**src/hdl/dsv_pkg.sv**
```systemverilog
// Package for the date string validator: character codes, string length
// limits, the month length table and the string state bundle.
// Depends on nothing; dsv_verdict and date_string_validator use it.
package dsv_pkg;

  localparam logic [7:0] SlashCode = 8'h2F;
  localparam logic [7:0] DigitLo   = 8'h30;
  localparam logic [7:0] DigitHi   = 8'h39;

  localparam logic [3:0] StrLen  = 4'd10;
  localparam logic [3:0] PosSat  = 4'd11;
  localparam logic [3:0] SepPosA = 4'd2;
  localparam logic [3:0] SepPosB = 4'd5;
  localparam logic [3:0] YearPos = 4'd6;

  localparam logic [6:0] MonthMax = 7'd12;
  localparam logic [4:0] FebLeap  = 5'd29;

  localparam int unsigned YearDigits = 4;

  typedef logic [3:0] digit_t;

  // Everything the verdict needs about the string gathered so far.
  typedef struct packed {
    logic       format_good;
    logic [3:0] char_position;
    logic [6:0] day_acc;
    logic [6:0] month_acc;
    digit_t     yr_thousands;
    digit_t     yr_hundreds;
    digit_t     yr_tens;
    digit_t     yr_ones;
  } dsv_string_t;

  // Days in a common year; month is 1..12, other codes return 0.
  function automatic logic [4:0] month_len(input logic [3:0] month);
    logic [4:0] len;
    case (month)
      4'd1:    len = 5'd31;
      4'd2:    len = 5'd28;
      4'd3:    len = 5'd31;
      4'd4:    len = 5'd30;
      4'd5:    len = 5'd31;
      4'd6:    len = 5'd30;
      4'd7:    len = 5'd31;
      4'd8:    len = 5'd31;
      4'd9:    len = 5'd30;
      4'd10:   len = 5'd31;
      4'd11:   len = 5'd30;
      4'd12:   len = 5'd31;
      default: len = 5'd0;
    endcase
    return len;
  endfunction

endpackage

```
**src/hdl/dsv_if.sv**
```systemverilog
// Valid/ready channel interfaces for the date string validator.
// Depends on nothing; used by the top level.
interface dsv_in_if;
  logic       valid;
  logic       ready;
  logic [7:0] char_code;
  logic       end_of_string;

  modport source (output valid, output char_code, output end_of_string, input ready);
  modport sink   (input valid, input char_code, input end_of_string, output ready);
endinterface

interface dsv_out_if;
  logic        valid;
  logic        ready;
  logic        date_valid;
  logic [4:0]  day;
  logic [3:0]  month;
  logic [13:0] year;

  modport source (output valid, output date_valid, output day, output month, output year,
                  input ready);
  modport sink   (input valid, input date_valid, input day, input month, input year,
                  output ready);
endinterface

```
**src/hdl/dsv_verdict.sv**
```systemverilog
// Calendar check of a completed string: length, form, month range and
// day range with Gregorian leap years. Depends on dsv_pkg.
module dsv_verdict (
  input  dsv_pkg::dsv_string_t str_i,
  output logic                 ok_o
);

  logic [1:0] lo_mod4;
  logic [1:0] hi_mod4;
  logic       lo_zero;
  logic       leap;
  logic [4:0] lim;
  logic       month_ok;

  // A year abcd is divisible by 4 when (2c + d) is, by 100 when cd is 00,
  // and by 400 when additionally (2a + b) is divisible by 4.
  assign lo_mod4 = {str_i.yr_tens[0], 1'b0} + str_i.yr_ones[1:0];
  assign hi_mod4 = {str_i.yr_thousands[0], 1'b0} + str_i.yr_hundreds[1:0];
  assign lo_zero = (str_i.yr_tens == '0) && (str_i.yr_ones == '0);
  assign leap    = ((lo_mod4 == 2'd0) && !lo_zero) || (lo_zero && (hi_mod4 == 2'd0));

  assign month_ok = (str_i.month_acc != '0) && (str_i.month_acc <= dsv_pkg::MonthMax);

  always_comb begin
    lim = dsv_pkg::month_len(str_i.month_acc[3:0]);
    if ((str_i.month_acc == 7'd2) && leap) begin
      lim = dsv_pkg::FebLeap;
    end
    ok_o = str_i.format_good && (str_i.char_position == dsv_pkg::StrLen) && month_ok &&
           (str_i.day_acc != '0) && (str_i.day_acc <= {2'b00, lim});
  end

endmodule

```
**src/hdl/date_string_validator.sv**
```systemverilog
// Date string validator, top level. Depends on dsv_pkg, dsv_if and dsv_verdict.
//
// The block reads a string one character per input transaction, followed by
// one transaction with end_of_string set, and checks that the string has the
// exact form dd/mm/yyyy and names a real Gregorian date. Character
// transactions produce no output. Each end transaction produces exactly one
// output transaction: date_valid tells whether the string passed, and day,
// month and year always carry the last date that passed (all zero after
// reset), so a failing string leaves them as they were. A new input
// transaction is taken in every cycle in which the input side does not stall;
// a verdict is presented in the cycle after its end transaction and held in
// the output register until the sink takes it. The input side stalls only
// while that output register is full and not being drained, so with a ready
// sink the throughput is one character per clock. Characters past the tenth
// are ignored except that they make the string too long.
module date_string_validator (
  input  logic          clk_i,
  input  logic          rst_ni,
  dsv_in_if.sink        in_i,
  dsv_out_if.source     out_o
);

  // String state that is built up while characters arrive.
  logic [3:0]             pos_q, pos_d;
  logic                   fmt_good_q, fmt_good_d;
  logic [6:0]             day_acc_q, day_acc_d;
  logic [6:0]             month_acc_q, month_acc_d;
  logic [13:0]            year_acc_q, year_acc_d;
  dsv_pkg::digit_t        yr_dig_q [dsv_pkg::YearDigits];
  dsv_pkg::digit_t        yr_dig_d [dsv_pkg::YearDigits];

  // Last accepted date and the output register.
  logic [4:0]             kept_day_q, kept_day_d;
  logic [3:0]             kept_month_q, kept_month_d;
  logic [13:0]            kept_year_q, kept_year_d;
  logic                   out_valid_q, out_valid_d;
  logic                   date_valid_q, date_valid_d;

  logic                   accept;
  logic                   is_digit;
  logic                   is_sep_pos;
  logic [3:0]             digit;
  logic [1:0]             yr_idx;
  logic                   ok;
  dsv_pkg::dsv_string_t   str;

  assign in_i.ready = !out_valid_q || out_o.ready;
  assign accept     = in_i.valid && in_i.ready;

  assign is_digit   = (in_i.char_code >= dsv_pkg::DigitLo) &&
                      (in_i.char_code <= dsv_pkg::DigitHi);
  assign digit      = in_i.char_code[3:0];
  assign is_sep_pos = (pos_q == dsv_pkg::SepPosA) || (pos_q == dsv_pkg::SepPosB);
  // Positions 6..9 map onto year digit slots 0..3.
  assign yr_idx     = pos_q[1:0] - dsv_pkg::YearPos[1:0];

  assign str.format_good   = fmt_good_q;
  assign str.char_position = pos_q;
  assign str.day_acc       = day_acc_q;
  assign str.month_acc     = month_acc_q;
  assign str.yr_thousands  = yr_dig_q[0];
  assign str.yr_hundreds   = yr_dig_q[1];
  assign str.yr_tens       = yr_dig_q[2];
  assign str.yr_ones       = yr_dig_q[3];

  dsv_verdict u_verdict (
    .str_i (str),
    .ok_o  (ok)
  );

  always_comb begin
    pos_d        = pos_q;
    fmt_good_d   = fmt_good_q;
    day_acc_d    = day_acc_q;
    month_acc_d  = month_acc_q;
    year_acc_d   = year_acc_q;
    yr_dig_d     = yr_dig_q;
    kept_day_d   = kept_day_q;
    kept_month_d = kept_month_q;
    kept_year_d  = kept_year_q;
    date_valid_d = date_valid_q;
    out_valid_d  = out_valid_q && !out_o.ready;

    if (accept && !in_i.end_of_string) begin
      // A character: check it against its position and fold digits into
      // the field they belong to.
      if (pos_q < dsv_pkg::StrLen) begin
        if (is_sep_pos) begin
          if (in_i.char_code != dsv_pkg::SlashCode) begin
            fmt_good_d = 1'b0;
          end
        end else if (is_digit) begin
          if (pos_q < dsv_pkg::SepPosA) begin
            day_acc_d = (day_acc_q << 3) + (day_acc_q << 1) + {3'b000, digit};
          end else if (pos_q < dsv_pkg::SepPosB) begin
            month_acc_d = (month_acc_q << 3) + (month_acc_q << 1) + {3'b000, digit};
          end else begin
            year_acc_d = (year_acc_q << 3) + (year_acc_q << 1) + {10'd0, digit};
            yr_dig_d[yr_idx] = digit;
          end
        end else begin
          fmt_good_d = 1'b0;
        end
      end
      if (pos_q < dsv_pkg::PosSat) begin
        pos_d = pos_q + 4'd1;
      end
    end else if (accept) begin
      // The terminator: deliver the verdict and start a fresh string.
      out_valid_d  = 1'b1;
      date_valid_d = ok;
      if (ok) begin
        kept_day_d   = day_acc_q[4:0];
        kept_month_d = month_acc_q[3:0];
        kept_year_d  = year_acc_q;
      end
      pos_d       = '0;
      fmt_good_d  = 1'b1;
      day_acc_d   = '0;
      month_acc_d = '0;
      year_acc_d  = '0;
    end
  end

  always_ff @(posedge clk_i or negedge rst_ni) begin
    if (!rst_ni) begin
      pos_q        <= '0;
      fmt_good_q   <= 1'b1;
      day_acc_q    <= '0;
      month_acc_q  <= '0;
      year_acc_q   <= '0;
      kept_day_q   <= '0;
      kept_month_q <= '0;
      kept_year_q  <= '0;
      out_valid_q  <= 1'b0;
    end else begin
      pos_q        <= pos_d;
      fmt_good_q   <= fmt_good_d;
      day_acc_q    <= day_acc_d;
      month_acc_q  <= month_acc_d;
      year_acc_q   <= year_acc_d;
      kept_day_q   <= kept_day_d;
      kept_month_q <= kept_month_d;
      kept_year_q  <= kept_year_d;
      out_valid_q  <= out_valid_d;
    end
  end

  // Year digits and the verdict flag are payload; they are only looked at
  // once the string or the output register says they are meaningful.
  always_ff @(posedge clk_i) begin
    yr_dig_q     <= yr_dig_d;
    date_valid_q <= date_valid_d;
  end

  // The kept date can only change on an end transaction, which is accepted
  // only once the previous verdict has been taken, so it doubles as payload.
  assign out_o.valid      = out_valid_q;
  assign out_o.date_valid = date_valid_q;
  assign out_o.day        = kept_day_q;
  assign out_o.month      = kept_month_q;
  assign out_o.year       = kept_year_q;

endmodule

```
**src/flat_wrapper.sv**
```systemverilog
// flat-port wrapper written by rule: the top's interface ports become plain ports
module date_string_validator_flat 
  (clk_i, rst_ni, in_i_valid, in_i_char_code, in_i_end_of_string, in_i_ready, out_o_valid, out_o_date_valid, out_o_day, out_o_month, out_o_year, out_o_ready);
  dsv_in_if in_i_i ();
  dsv_out_if out_o_i ();
  input  logic clk_i;
  input  logic rst_ni;
  input wire logic [$bits(in_i_i.valid)-1:0] in_i_valid;
  input wire logic [$bits(in_i_i.char_code)-1:0] in_i_char_code;
  input wire logic [$bits(in_i_i.end_of_string)-1:0] in_i_end_of_string;
  output wire logic [$bits(in_i_i.ready)-1:0] in_i_ready;
  output wire logic [$bits(out_o_i.valid)-1:0] out_o_valid;
  output wire logic [$bits(out_o_i.date_valid)-1:0] out_o_date_valid;
  output wire logic [$bits(out_o_i.day)-1:0] out_o_day;
  output wire logic [$bits(out_o_i.month)-1:0] out_o_month;
  output wire logic [$bits(out_o_i.year)-1:0] out_o_year;
  input wire logic [$bits(out_o_i.ready)-1:0] out_o_ready;
  assign in_i_i.valid = in_i_valid;
  assign in_i_i.char_code = in_i_char_code;
  assign in_i_i.end_of_string = in_i_end_of_string;
  assign in_i_ready = in_i_i.ready;
  assign out_o_valid = out_o_i.valid;
  assign out_o_date_valid = out_o_i.date_valid;
  assign out_o_day = out_o_i.day;
  assign out_o_month = out_o_i.month;
  assign out_o_year = out_o_i.year;
  assign out_o_i.ready = out_o_ready;
  date_string_validator u_core (.clk_i(clk_i), .rst_ni(rst_ni), .in_i(in_i_i), .out_o(out_o_i));
endmodule
```
**config.mk**
```make
export PLATFORM = sky130hd
export DESIGN_NAME = date_string_validator_flat
export DESIGN_NICKNAME = d
export VERILOG_FILES = /design/src/hdl/dsv_pkg.sv /design/src/hdl/dsv_if.sv /design/src/hdl/dsv_verdict.sv /design/src/hdl/date_string_validator.sv /design/src/flat_wrapper.sv
export SDC_FILE = /design/constraint.sdc
export NUM_CORES = 1
export LEC_CHECK = 0
export BUFFER_PORTS_ARGS = -buffer_cell sky130_fd_sc_hd__clkbuf_2
export CORE_MARGIN = 2
export CORE_UTILIZATION = 55
export CTS_CLUSTER_SIZE = 28
export DETAILED_ROUTE_END_ITERATION = 10
export PLACE_DENSITY = 0.86
export SYNTH_ARGS = -nofsm -noshare
export SYNTH_HDL_FRONTEND = slang
export SYNTH_SLANG_ARGS = --single-unit
```
**constraint.sdc**
```tcl
create_clock -name clk_i -period 3.95 [get_ports clk_i]
set_input_delay 0.1975 -clock clk_i [delete_from_list [all_inputs] [get_ports clk_i]]
set_output_delay 0.1975 -clock clk_i [all_outputs]
set_load 0.03 [all_outputs]
```
# Word level (Yosys, flattened, before mapping)
# Memories as Yosys holds them, arrays and structs flattened.
# Cells that the tools add are included.
# totals
mem_bits_ro	80
mem_count	1
output_inout_bits	26
ff_bits	74
latch_bits	0
wordCells	125
in_bits	13
mem_bits_rw	0
# op_classes
shift	0
n_bitwise	5
div_mod_pow	0
eq_ne	15
n_reduce_logical	36
mux	34
add_sub_neg	10
order_cmp	10
multipliers	0
# mem_list
memory	depth	width	read_ports	rd_ports_with_merged_regs	write_ports	line	rtl
(no name shown)	16	5	1	0	0	dsv_pkg.sv:38	case (month)
# op_table
operator	count
$mux 14	7
$mux 7	12
$reduce_and 6->1	3
$bwmux 16	1
$mux 4	4
$add 14x14->14	1
$add 14x4->14	1
$add 7x4->7	2
$add 7x7->7	2
$logic_and 1x1->1	14
$ne 2x2->1 const B	7
$reduce_bool 7->1	2
$demux 4 s2	1
$ge 8x6->1 const B	1
$le 8x6->1 const B	1
$logic_not 4->1	2
$lt 4x4->1 const B	2
$mux 1	8
$ne 8x6->1 const B	1
$eq 7x2->1 const B	1
$le 7x4->1 const B	1
$le 7x5->1	1
$ne 3x3->1 const B	2
$mux 5	1
other kinds (21)	32

# Depth between registers and ports, before layout
# Gate-level depths: netlist (run 1).
# logic_depth
ltp_word	10
depth_mapped	13
mapped_depth_nobuf	11

# Modules after synthesis
# From an unflattened synthesis (run 1), not the netlist that was laid out.
# hier_totals
hier_cells	397
hier_area_um2	4463.0
# modules_own_cells
module	area_per_inst_um2	n_inst	seq_area_each_um2	cells_each
date_string_validator	4194.0	1	1938.1	359
dsv_verdict	269.0	1	0.0	38

# Worst setup path before layout (run 1)
# OpenSTA, ideal clock, no wires.
# synth_path
kind	register to register
from	register u_core.month_acc_q[0]
to	register u_core.kept_day_q[0] (netlist: u_core.out_o.day[0])
required_time_ns	3.825
n_path_buf	2
arrival_ns	2.824
stages_incl_launch_ff	11
period_less_slack_ns	2.949
setup_time_ns	0.125
slack_ns	1.001
cell_sequence	dfrtp_1 -> or4_1 -> nand2_1 -> ha_1 -> o21ai_0 -> a21oi_1 -> o31a_1 -> or4_4 -> buf_6 -> buf_12 -> mux2_4
# synth_between
elab_chain_cells	6
word_cells_on_any_way	12
cone_classes	order compare: 2; eq/ne: 1; mux: 1; reduce/logical: 7; memory: 1
# synth_lines
element	line	rtl
start: declaration	date_string_validator.sv:27	logic [6:0] month_acc_q, month_acc_d;
start signal: assignment	date_string_validator.sv:140	month_acc_q <= month_acc_d;
branches (longest 4 deep; another with $le 7x5->1)	n/a	
$logic_and 1x1->1 (*)	dsv_verdict.sv:30	(str_i.day_acc != '0) && (str_i.day_acc <= {2'b00, lim});
$reduce_and 3->1 (no line) (*)	n/a	
end signal: assignment	date_string_validator.sv:142	kept_day_q <= kept_day_d;
end: declaration	date_string_validator.sv:33	logic [4:0] kept_day_q, kept_day_d;
# Mark *: on every way between the ends.
# A chain may end at the register's enable or synchronous reset.

# Worst setup path in the final report (run 1)
# layout_path
from	register u_core.month_acc_q[0]
to	register u_core.kept_year_q[0] (netlist: u_core.out_o.year[0])
# layout_between
elab_chain_cells	6
word_cells_on_any_way	12
cone_classes	order compare: 2; eq/ne: 1; mux: 1; reduce/logical: 7; memory: 1
# layout_lines
element	line	rtl
branches (longest 4 deep; another with $le 7x5->1)	n/a	
$logic_and 1x1->1 (*)	dsv_verdict.sv:30	
$reduce_and 3->1 (no line) (*)	n/a	
end signal: assignment	date_string_validator.sv:144	kept_year_q <= kept_year_d;
end: declaration	date_string_validator.sv:35	logic [13:0] kept_year_q, kept_year_d;
# Marked as above.

==> out/results.ini, run 1 <==
[status]
status=finished, final reports clean

[timing]
max_freq_ghz=0.3109
fin_tns_setup_ns=0
fin_skew_ns=0.009379
worstMarginPinSlew_ns=0.6102
final_max_slew_viol_count=0
relSlewSlack_pct=58.26
finalSetupViolations=0
rsz0062_at_grt=false
hold_viol_final=0
min_period_ns=3.216
holdWs_ns=0.1094
post-route-period-util_pct=81.43
finalWorstSetupSlack_ns=0.7337

[cts]
insertion_delay_ns=0.35
path_clk_slew_ns=0.07
clockBufferDepth=2
cts_sinks=69
cts_buffers=9
cts_max_level=3
cts_root_buffer=clkbuf_8
cts_tree=done

[worst_setup_path]
critPathMaxFanout=23
end_kind=flop
crit_slowest_cell=or4_4
path_cells=or4_1 -> nand2_1 -> ha_1 -> o21ai_0 -> a21oi_1 -> o31a_1 -> or4_4 -> mux2_4
cp-start-kind=flop
required_ns=4.18
max_stage_delay_ns=0.77
arrival_ns=3.45
critPathKind=flop to flop

[floorplan]
ioPinCount=39
start_util_pct=56.40
die-area_um2=8566
fp-row-count=32
dieHeight_um=92.55
die_x_um=92.55
core_area_um2=7647

[placed_design]
gp_congestion=0.8999
dp.cells=509
dpl.hpwl_um=6673
port_buffers=38
post-place-ws_ns=0.7723

[final_layout]
layout_commonest_cell=dfrtp_1
n_antenna_cell=0
register_area_um2=1788
num-fill-cells=591
multiInputGateArea_um2=2351
final_net_count=486
final_cell_mix=56 x dfrtp_1, 48 x ha_1, 38 x clkbuf_2, 24 x inv_1
drive_gt1_share_pct=21.46
layout.cells.non_filler=526
syn_to_final_growth_pct=10.94

[drt]
routed.top_layer=met4
dr_wl_met3_um=413
vias_per_cell=5.932
drtPass1Iterations=4
detail-route-antenna-nets=0
met1_length_um=3900
wire_per_inst_um=17.37
drt_iter0_drc=143
dr_wl_met2_um=4491
wl_um=9138
via_count=3120
drc=0

[global_route]
grtUsageTotal_pct=23.35
grt_max_degree=35
grt_pass1_wl_um=15410
antenna_found_initial=0
overflow=0
grt_pass1_vias=3140

[run]
max_cap_violations=0

[synth]
synth_flop_cell=dfrtp_1
synthArstFlopShare_pct=82.61
syn-cell-area_um2=4313
yosysUniqueCellTypes=53
synth_seq_cells=69
yosys_warnings=0
synthCells=377
ys_seq_area_share_pct=41.46
synth-edff-count=12
postSynthAreaPerCell_um2=11.44
syn_nets=444

[pwr]
p_total_w=0.001565
p_leak_nw=2.506
max-vdd-ir-drop_uv=148.6
p_per_area_nw_per_um2=327.0

[min_path]
holdCritPathClass=input pin to flop

## routing by layer
layer | up-vias | global-route usage, %
met5 | - | 0
met4 | 0 | 13.81
met3 | 28 | 3.662
met2 | 89 | 37.65
met1 | 1530 | 29.75
li1 | 1473 | -
## cells by family after synthesis
kind of cell / after synthesis / share of synthesized area [%]
fa+ha+maj: 54 / 16.71
flops: 69 / 41.46
mux: 31 / 9.777
simple gates: 80 / 10.04
compound gates: 90 / 14.33
buf+inv: 35 / 4.033
xor+xnor: 18 / 3.655
## flip-flops by register name (all words and copies together), names as in the netlist
signal / flops
u_core.out_o.year: 14
u_core.year_acc_q: 14
u_core.str: 11
u_core.day_acc_q: 7
u_core.month_acc_q: 7
u_core.out_o.day: 5
u_core.out_o.month: 4
u_core.pos_q: 4
u_core.fmt_good_q: 1
u_core.out_o.date_valid: 1
u_core.out_o.valid: 1
## report_power, final
| part | internal, W | total, W | switching, W |
|---|---|---|---|
| sequential | 0.000738 | 0.000763 | 0.0000250 |
| combinational | 0.0000768 | 0.000193 | 0.000117 |
| clock | 0.000349 | 0.000608 | 0.000259 |
## area by class of cell
class	instances	area share, %
multi-input combinational	273	49.14
sequential	69	37.37
clock buffer	10	2.667
clock inverter	6	1.621
tap	102	2.667
timing repair buffer	42	4.655
inverter	24	1.883
## Yosys cell counts (2+ instances only)
cell | count | area share [%]
dfrtp_1 | 56 | 32
a211oi_1 | 5 | 0.87
ha_1 | 48 | 14
clkbuf_1 | 6 | 0.52
edfxtp_1 | 12 | 8.4
buf_12 | 2 | 0.93
o211ai_1 | 4 | 0.70
o31ai_1 | 4 | 0.70
fa_1 | 6 | 2.8
nor2b_1 | 2 | 0.29
inv_1 | 24 | 2.1
nand2b_1 | 6 | 0.87
nor3b_1 | 2 | 0.35
buf_2 | 2 | 0.23
nand3_1 | 3 | 0.35
nor2_1 | 15 | 1.3
nand2_1 | 18 | 1.6
a32o_1 | 5 | 1.2
or3_1 | 2 | 0.29
a21o_1 | 9 | 1.6
mux2_2 | 9 | 2.3
nand4b_1 | 2 | 0.41
and2_1 | 8 | 1.2
o211a_1 | 3 | 0.70
mux2i_1 | 2 | 0.46
mux2_4 | 20 | 7.0
a31o_2 | 2 | 0.41
nand4_1 | 3 | 0.44
nor3_1 | 8 | 0.93
a22o_1 | 10 | 2.0
xnor2_1 | 11 | 2.2
o21ai_0 | 20 | 2.3
xor2_1 | 7 | 1.4
or4_1 | 3 | 0.52
a21oi_1 | 20 | 2.3
## path summary, 6_finish.rpt
kind / slack, ns / cells past startpoint / from / to
hold / removal: 0.11 / 3 / in_i_valid / u_core.out_o.valid
setup / recovery: 0.73 / 8 / u_core.month_acc_q[0] / u_core.out_o.year[0]
setup reg to reg: 0.73 / 8 / u_core.month_acc_q[0] / u_core.out_o.year[0]
min in group asynchronous: 0.37 / 2 / rst_ni / u_core.out_o.year[3]
hold reg to reg: 0.49 / 2 / u_core.fmt_good_q / u_core.fmt_good_q
max in group asynchronous: 2.67 / 3 / rst_ni / u_core.fmt_good_q
## what timing repair did
item	in CTS	in global routing
hold endpoints to repair	23	0
hold buffers	1	0
resized for setup	0	0
buffers inserted	0	0
## worst max-delay path: cells and delay by family, from the launching register on
kind	cells	cell delay, ns
AO/OA/AOI/OAI	3	0.46
adder cells (fa/ha/maj)	1	0.27
flip-flops	1	0.49
multiplexers	1	0.38
AND/OR/NAND/NOR	3	1.50
## metrics by stage
step | util (%) | cell area [um^2]
2_1_floorplan | - | 4313
3_3_place_gp | 59.75 | 4569
3_5_place_dp | 59.75 | 4569
4_1_cts | 62.57 | 4785
5_1_grt | 62.57 | 4785
6_report | 62.57 | 4785
No activity file was read; power rests on OpenSTA's default activity.
==> inputs of run 2 (changes only) <==
- clock period: 3.95 -> 3.05 ns (I/O delays scaled with it)
==> out/results.ini, run 2 (synthesis gave the netlist of run 1 again) <==
[drt]
drt_iter0_drc=201
drtPass1Iterations=4
detail-route-antenna-nets=0
via_count=3173
drc=0
vias_per_cell=5.942
wl_um=9011
wire_per_inst_um=16.87

[timing]
min_period_ns=2.976
final_max_slew_viol_count=0
max_freq_ghz=0.3360
rsz0062_at_grt=false
finalWorstSetupSlack_ns=0.07418
fin_tns_setup_ns=0
worstMarginPinSlew_ns=0.8190
relSlewSlack_pct=45.40
fin_skew_ns=0.01188
holdWs_ns=0.04917
post-route-period-util_pct=97.57
finalSetupViolations=0
hold_viol_final=0

[global_route]
grt_pass1_wl_um=15150
grt_max_degree=34
grtUsageTotal_pct=22.94
antenna_found_initial=0
grt_pass1_vias=3189
overflow=0

[final_layout]
layout.cells.non_filler=534
final_net_count=494
num-fill-cells=602
drive_gt1_share_pct=23.15
final_core_util_pct=63.33
layout_commonest_cell=dfrtp_1
n_antenna_cell=0
syn_to_final_growth_pct=12.30
final_cell_mix=55 x dfrtp_1, 48 x ha_1, 38 x clkbuf_2, 24 x inv_1

[run]
max_cap_violations=0

[cts]
cts_sinks=69
cts_root_buffer=clkbuf_8
path_clk_slew_ns=0.07
insertion_delay_ns=0.35
cts_tree=done
clockBufferDepth=2
cts_buffers=9
cts_max_level=3
post_cts_buffers=0

[worst_setup_path]
r2r_cells=12
arrival_ns=3.20
r2r-start=u_core.str[7]
endpoint=u_core.out_o.year[0]
critPathKind=flop to flop
cp-startpoint=u_core.str[7]
end_kind=flop
cp-start-kind=flop
crit_slowest_cell=or4_4
critPathMaxFanout=23
max_stage_delay_ns=0.53
r2r_slack_ns=0.07
path_cells=nor3_1 -> o211a_1 -> nor3_1 -> a21oi_1 -> o21ai_1 -> ha_1 -> and4_1 -> a21oi_1 -> o31a_1 -> or4_4 -> buf_12 -> mux2_4
required_ns=3.28
regToRegEndpoint=u_core.out_o.year[0]

[floorplan]
core_area_um2=7647
dieHeight_um=92.55
ioPinCount=39
die-area_um2=8566
fp-row-count=32
die_x_um=92.55
start_util_pct=56.40

[pwr]
p_leak_nw=2.540
p_per_area_nw_per_um2=407.0
max-vdd-ir-drop_uv=155.4

[placed_design]
post-place-ws_ns=0.06821
dpl.hpwl_um=6773
gp_congestion=0.9538
dp.cells=517
port_buffers=38

[min_path]
holdCritPathClass=input pin to flop

[status]
status=finished, final reports clean

run 2: area by class of cell:
cell class	count	area, um^2	area share, %
Multi-Input combinational cell	273	2354	48.59
Sequential cell	69	1789	36.94
Timing Repair Buffer	50	295.3	6.097
Clock buffer	14	152.6	3.152
Tap cell	102	127.6	2.635
Inverter	24	90.09	1.860
Clock inverter	2	35.03	0.7233
run 2: critical path: cells and delay by family (launching register included):
family          cells  cell delay, ns
compound gates      5            0.73
fa+ha+maj           1            0.29
buf+inv             1            0.20
flops               1            0.36
mux                 1            0.31
simple gates        4            0.97
run 2: how the worst min path moves through the flow:
stage,startpoint,to,slack [ns],cells past startpoint
CTS,in_i_valid,u_core.out_o.valid,0.03,3
floorplan,rst_ni,u_core.day_acc_q[0],-0.14,0
global route,in_i_valid,u_core.out_o.valid,0.05,3
detailed placement,rst_ni,u_core.out_o.year[1],0.29,1
global placement,rst_ni,u_core.out_o.year[1],0.28,1
finish,in_i_valid,u_core.out_o.valid,0.05,3
run 2: routing by layer:
| layer | vias to the layer above | routed length, um | global-route usage, % |
|---|---|---|---|
| met5 | - | 0 | 0 |
| met4 | 0 | 332 | 13.56 |
| met3 | 27 | 492 | 4.068 |
| met2 | 105 | 4545 | 38.14 |
| met1 | 1557 | 3641 | 27.92 |
| li1 | 1484 | - | - |
run 2: stage by stage:
stage	total power, W	cell area [um^2]
2_1_floorplan	0.001164	4313
3_3_place_gp	0.001242	4642
3_5_place_dp	0.001258	4642
4_1_cts	0.001986	4840
5_1_grt	0.002054	4843
6_report	0.001971	4843
run 2: timing repair:
| action | 4_1_cts | 5_1_grt |
|---|---|---|
| resized for setup | 0 | 3 |
| endpoints found under the setup margin | 0 | 23 |
| endpoints found under the hold margin | 30 | 0 |
| hold buffers | 1 | 0 |
run 2: where the power goes:
group	switching (W)	leakage (nW)	internal, W
Clock	0.000326	0.0947	0.000400
Combinational	0.000152	1.55	0.000106
Sequential	0.0000299	0.894	0.000957
